File: src/rtl/bels_pkg.sv
// ----------------------------------------------------------------------------
// Big-endian load/store memory package
// Opcodes, widths and shared types for the byte-lane data memory.
// ----------------------------------------------------------------------------
package bels_pkg;

  localparam int unsigned AddrW    = 16;
  localparam int unsigned DataW    = 32;
  localparam int unsigned ByteW    = 8;
  localparam int unsigned LaneBits = 2;
  localparam int unsigned Lanes    = 1 << LaneBits;
  localparam int unsigned RowW     = AddrW - LaneBits;
  localparam int unsigned MemBytes = 1 << AddrW;
  localparam int unsigned RowDepth = MemBytes / Lanes;

  typedef enum logic [2:0] {
    OpLb  = 3'd0,
    OpLbu = 3'd1,
    OpLh  = 3'd2,
    OpLhu = 3'd3,
    OpLw  = 3'd4,
    OpSb  = 3'd5,
    OpSh  = 3'd6,
    OpSw  = 3'd7
  } op_e;

  typedef logic [Lanes-1:0][ByteW-1:0] lane_bytes_t;

  // Control that travels alongside the lane read data.
  typedef struct packed {
    op_e                 opcode;
    logic [LaneBits-1:0] offset;
  } ctrl_t;

  // Index of the last byte touched by an access, counted from the first.
  function automatic logic [LaneBits-1:0] last_byte(input op_e op);
    logic [LaneBits-1:0] last;
    if (op inside {OpLb, OpLbu, OpSb}) begin
      last = '0;
    end else if (op inside {OpLh, OpLhu, OpSh}) begin
      last = LaneBits'(1);
    end else begin
      last = '1;
    end
    return last;
  endfunction

endpackage

File: src/rtl/bels_load_align.sv
// ----------------------------------------------------------------------------
// Load alignment
// Rotates the four lane bytes into big-endian order and sign or zero extends
// the loaded value. Stores give zero.
// ----------------------------------------------------------------------------
module bels_load_align (
  input  bels_pkg::ctrl_t            ctrl_i,
  input  bels_pkg::lane_bytes_t      lanes_i,
  output logic [bels_pkg::DataW-1:0] result_o
);
  import bels_pkg::*;

  logic [Lanes-1:0][ByteW-1:0] b;

  // Byte k of the access sits in lane offset + k, modulo the lane count.
  always_comb begin
    for (int k = 0; k < Lanes; k++) begin
      b[k] = lanes_i[ctrl_i.offset + LaneBits'(k)];
    end
  end

  always_comb begin
    case (ctrl_i.opcode)
      OpLb:    result_o = {{(DataW - ByteW){b[0][ByteW-1]}}, b[0]};
      OpLbu:   result_o = {{(DataW - ByteW){1'b0}}, b[0]};
      OpLh:    result_o = {{(DataW - 2*ByteW){b[0][ByteW-1]}}, b[0], b[1]};
      OpLhu:   result_o = {{(DataW - 2*ByteW){1'b0}}, b[0], b[1]};
      OpLw:    result_o = {b[0], b[1], b[2], b[3]};
      default: result_o = '0;
    endcase
  end

endmodule

File: config.mk
export PLATFORM = sky130hd
export DESIGN_NAME = bels_load_align
export DESIGN_NICKNAME = d
export VERILOG_FILES = /design/src/rtl/bels_pkg.sv /design/src/rtl/bels_load_align.sv
export SDC_FILE = /design/constraint.sdc
export NUM_CORES = 1
export LEC_CHECK = 0
export ABC_AREA = 0
export BUFFER_PORTS_ARGS = -buffer_cell sky130_fd_sc_hd__buf_4
export CAP_MARGIN = 20
export CORE_MARGIN = 2
export CORE_UTILIZATION = 47
export DETAILED_ROUTE_END_ITERATION = 8
export PLACE_DENSITY = 0.91
export SLEW_MARGIN = 20
export SYNTH_ARGS = -nofsm -noshare
export SYNTH_HDL_FRONTEND = slang
export SYNTH_SLANG_ARGS = --single-unit
File: constraint.sdc
create_clock -name vclk -period 1.35
set_clock_uncertainty 0.05 [all_clocks]
set_input_delay 0.135 -clock vclk [all_inputs]
set_output_delay 0.135 -clock vclk [all_outputs]
set_load 0.05 [all_outputs]
==> results_dict.tcl, run 1 <==
set metrics [dict create \
    outcome "did not finish" \
    haltStage "clock tree synthesis (4_1_cts)" \
    error "[ERROR DPL-0038] Utilization greater than 100%, impossible to legalize" \
    port-buffer-count 69 \
    die_h_um 64.9 \
    synth.cell_area_um2 1750 \
    synthesis.nets 218 \
    cts-hold-fix-buffers 0 \
    ctsResizeCount 86 \
    yosysWarnings 0 \
    io_pins 69 \
    dp_hpwl_um 6770 \
    dp.cells 335 \
    pre_cts_ws_ns -0.407 \
    synthDistinctLibCells 27 \
    yosysSeqAreaShare 0 \
    gp_congestion 0.813 \
    netlist_instances 181 \
    syn_avg_cell_area_um2 9.64 \
    rows 22 \
    post_cts_buffers 5 \
    initial_utilization 0.484 \
    die_width_um 64.9 \
]
-- synthesized netlist by cell type, drive strengths merged --
master | count | area [um2]
nand2 | 33 | 126
xor2 | 1 | 8.76
or3b | 1 | 8.76
nor2b | 8 | 50.1
mux2i | 14 | 140
buf | 20 | 151
or2 | 1 | 6.26
o31ai | 6 | 45.0
nor2 | 2 | 7.51
nand2b | 5 | 31.3
o221ai | 14 | 123
mux2 | 14 | 158
a221oi | 1 | 8.76
inv | 1 | 3.75
clkbuf | 4 | 15.0
mux4 | 30 | 679
a22oi | 2 | 15.0
o22ai | 7 | 43.8
a222oi | 1 | 10.0
nor3b | 1 | 12.5
o2bb2ai | 7 | 61.3
a21oi | 8 | 40.0
-- kinds of logic after synthesis --
logic type | Yosys count | synth area share
compound gates | 46 | 0.199
xor+xnor | 1 | 0.00502
buf+inv | 25 | 0.0975
simple gates | 51 | 0.139
mux | 58 | 0.560
-- per-stage QoR --
step | area (um2) | hold WS [ns]
3_5_place_dp | 3410 | 0.782
3_3_place_gp | 3410 | 0.756
2_1_floorplan | 2540 | 0.499
==> run 2: changes to the inputs <==
--- a/config.mk
+++ b/config.mk
@@ -9,9 +9,9 @@
 export BUFFER_PORTS_ARGS = -buffer_cell sky130_fd_sc_hd__buf_4
 export CAP_MARGIN = 20
 export CORE_MARGIN = 2
-export CORE_UTILIZATION = 47
+export CORE_UTILIZATION = 35
 export DETAILED_ROUTE_END_ITERATION = 8
-export PLACE_DENSITY = 0.91
+export PLACE_DENSITY_LB_ADDON = 0.15
 export SLEW_MARGIN = 20
 export SYNTH_ARGS = -nofsm -noshare
 export SYNTH_HDL_FRONTEND = slang
==> constraint.sdc (replaced) <==
create_clock -name vclk -period 1.75
set_clock_uncertainty 0.05 [all_clocks]
set_input_delay 0.175 -clock vclk [all_inputs]
set_output_delay 0.175 -clock vclk [all_outputs]
set_load 0.05 [all_outputs]
==> results_dict.tcl, run 2 <==
set metrics [dict create \
    rows 25 \
    drc 0 \
    timing.final.crit_share 0.973 \
    initial_utilization 0.367 \
    min_delay_path_depth 4 \
    drt-vias-per-instance 5.78 \
    hold_ws_ns 0.806 \
    finalSetupViolCount 0 \
    dp_hpwl_um 4250 \
    synth_top_area_frac 0.374 \
    worstMarginPinSlew_ns 0.340 \
    netlist_instances 181 \
    path_cells "buf_4 -> or3b_1 -> buf_4 -> o221ai_1 -> o2bb2ai_2 -> buf_6" \
    cellPowerDensity_nw_per_um2 376 \
    ant_nets 0 \
    synthDistinctLibCells 27 \
    synth.most_common_cell "nand2_1" \
    dieArea_um2 5570 \
    min_path_type "in -> out" \
    yosysWarnings 0 \
    syn_avg_cell_area_um2 9.64 \
    num_vias 1883 \
    seq_cells 0 \
    wl_um 5540 \
    outcome "completed" \
    hold_start "ctrl_i[4]" \
    crit_top_cell "buf_4" \
    final_cell_mix "buf_4, nand2_1, mux4_2" \
    yosysSeqAreaShare 0 \
    hold_viol_final 0 \
    grt_use_total 0.206 \
    cp.depth 6 \
    multiInputGateArea_um2 1690 \
    synth_area_leader_cell "mux4_2" \
    critical_path_class "in -> out" \
    io_pins 69 \
    drt_iter0_drc 73 \
    timing.fmax_ghz 0.587 \
    grt_max_degree 22 \
    grt_pass1_vias 1828 \
    layout.cells.non_filler 326 \
    worstPathRequired_ns 1.52 \
    clkbuf_count 0 \
    gp_congestion 0.824 \
    cp_num_buf_inv 3 \
    insertedDiodeCount 0 \
    layout_commonest_cell "buf_4" \
    tns_ns 0 \
    p_leak_nw 1.09 \
    fillers 461 \
    core_area_um2 4750 \
    yosys-top-cells-count "nand2_1, mux4_2, mux2_2, mux2i_1, o221ai_1" \
    die_width_um 74.6 \
    grt_pass1_wl_um 9210 \
    cp_max_fo 10 \
    cpPeakStageDelay_ns 0.39 \
    layout_min_cycle_time_ns 1.70 \
    finish.instance_area_um2 2590 \
    critPathLaunchType "input pin" \
    dpl_cell_area_um2 2560 \
    end_kind "output port" \
    nets 298 \
    wire_per_inst_um 17.0 \
    drv_cap 0 \
    seqCellArea_um2 0 \
    area_delta_synth_final_pct 48.6 \
    critPathTopFamily "buffers and inverters" \
    rsz0062_at_grt "yes" \
    die_h_um 74.6 \
    slew_headroom 0.773 \
    antenna_found_initial 0 \
    slew_viol_final 0 \
    globalRouteOverflowTotal 0 \
    critPathLaunch "ctrl_i[3]" \
    critPathArrivalTime_ns 1.48 \
    fin_util 0.546 \
    cp_slowest_cell "or3b_1" \
    port-buffer-count 69 \
    synthesis.nets 218 \
    irDropWorstVdd_mv 0.177 \
    dp.cells 325 \
    firstDrtPassIters 4 \
    drive_gt1_frac 0.656 \
    synth.area.top_cells "mux4_2, mux2_2, mux2i_1, o221ai_1, nand2_1" \
    synth.cell_area_um2 1750 \
]
run 2: cell counts after synthesis:
Identical to the previous run, type by type.
run 2: area by class of cell:
type                            instances  share of cell area
Multi-Input combinational cell        156               0.651
Tap cell                               67              0.0323
Timing Repair Buffer                  102               0.315
Inverter                                1             0.00145
run 2: timing repair:
action                                  4_1_cts  5_1_grt
endpoints found under the setup margin        0       31
setup buffers                                 0        1
hold buffers                                  0        0
gates resized for setup                       0        5
run 2: where the power goes:
group	internal, mW	switching [mW]	leakage, nW	total (mW)
Sequential	0	0	0	0
Clock	0	0	0	0
Combinational	0.428	0.548	1.09	0.976
run 2: per-layer routing:
metal | up-vias | routed length, um | global-route usage
li1 | 901 | - | -
met5 | - | 0 | 0
met2 | 61 | 2740 | 0.341
met4 | 0 | 55 | 0.0258
met3 | 5 | 255 | 0.00535
met1 | 916 | 2490 | 0.312
run 2: kinds of logic (layout without fill, tap and decap cells):
kind of cell	count (synthesis)	count (layout)	synth area share
buffers and inverters	25	103	0.0975
and+or+nand+nor	51	51	0.139
xor gates and xnor gates	1	1	0.00502
AOI/OAI and AO/OA	46	46	0.199
muxes	58	58	0.560
run 2: metrics by stage:
step	power, mW	setup WS [ns]
after CTS	0.967	0.00191
after global placement	0.960	0.0134
final	0.976	0.0468
after global routing	1.04	-0.00246
after floorplan	0.659	-0.121
after detailed placement	0.965	0.00528
run 2: path summary, 6_finish.rpt:
| check | to |
|---|---|
| min | result_o[5] |
| max | result_o[12] |
(Power assumes the default switching activity.)
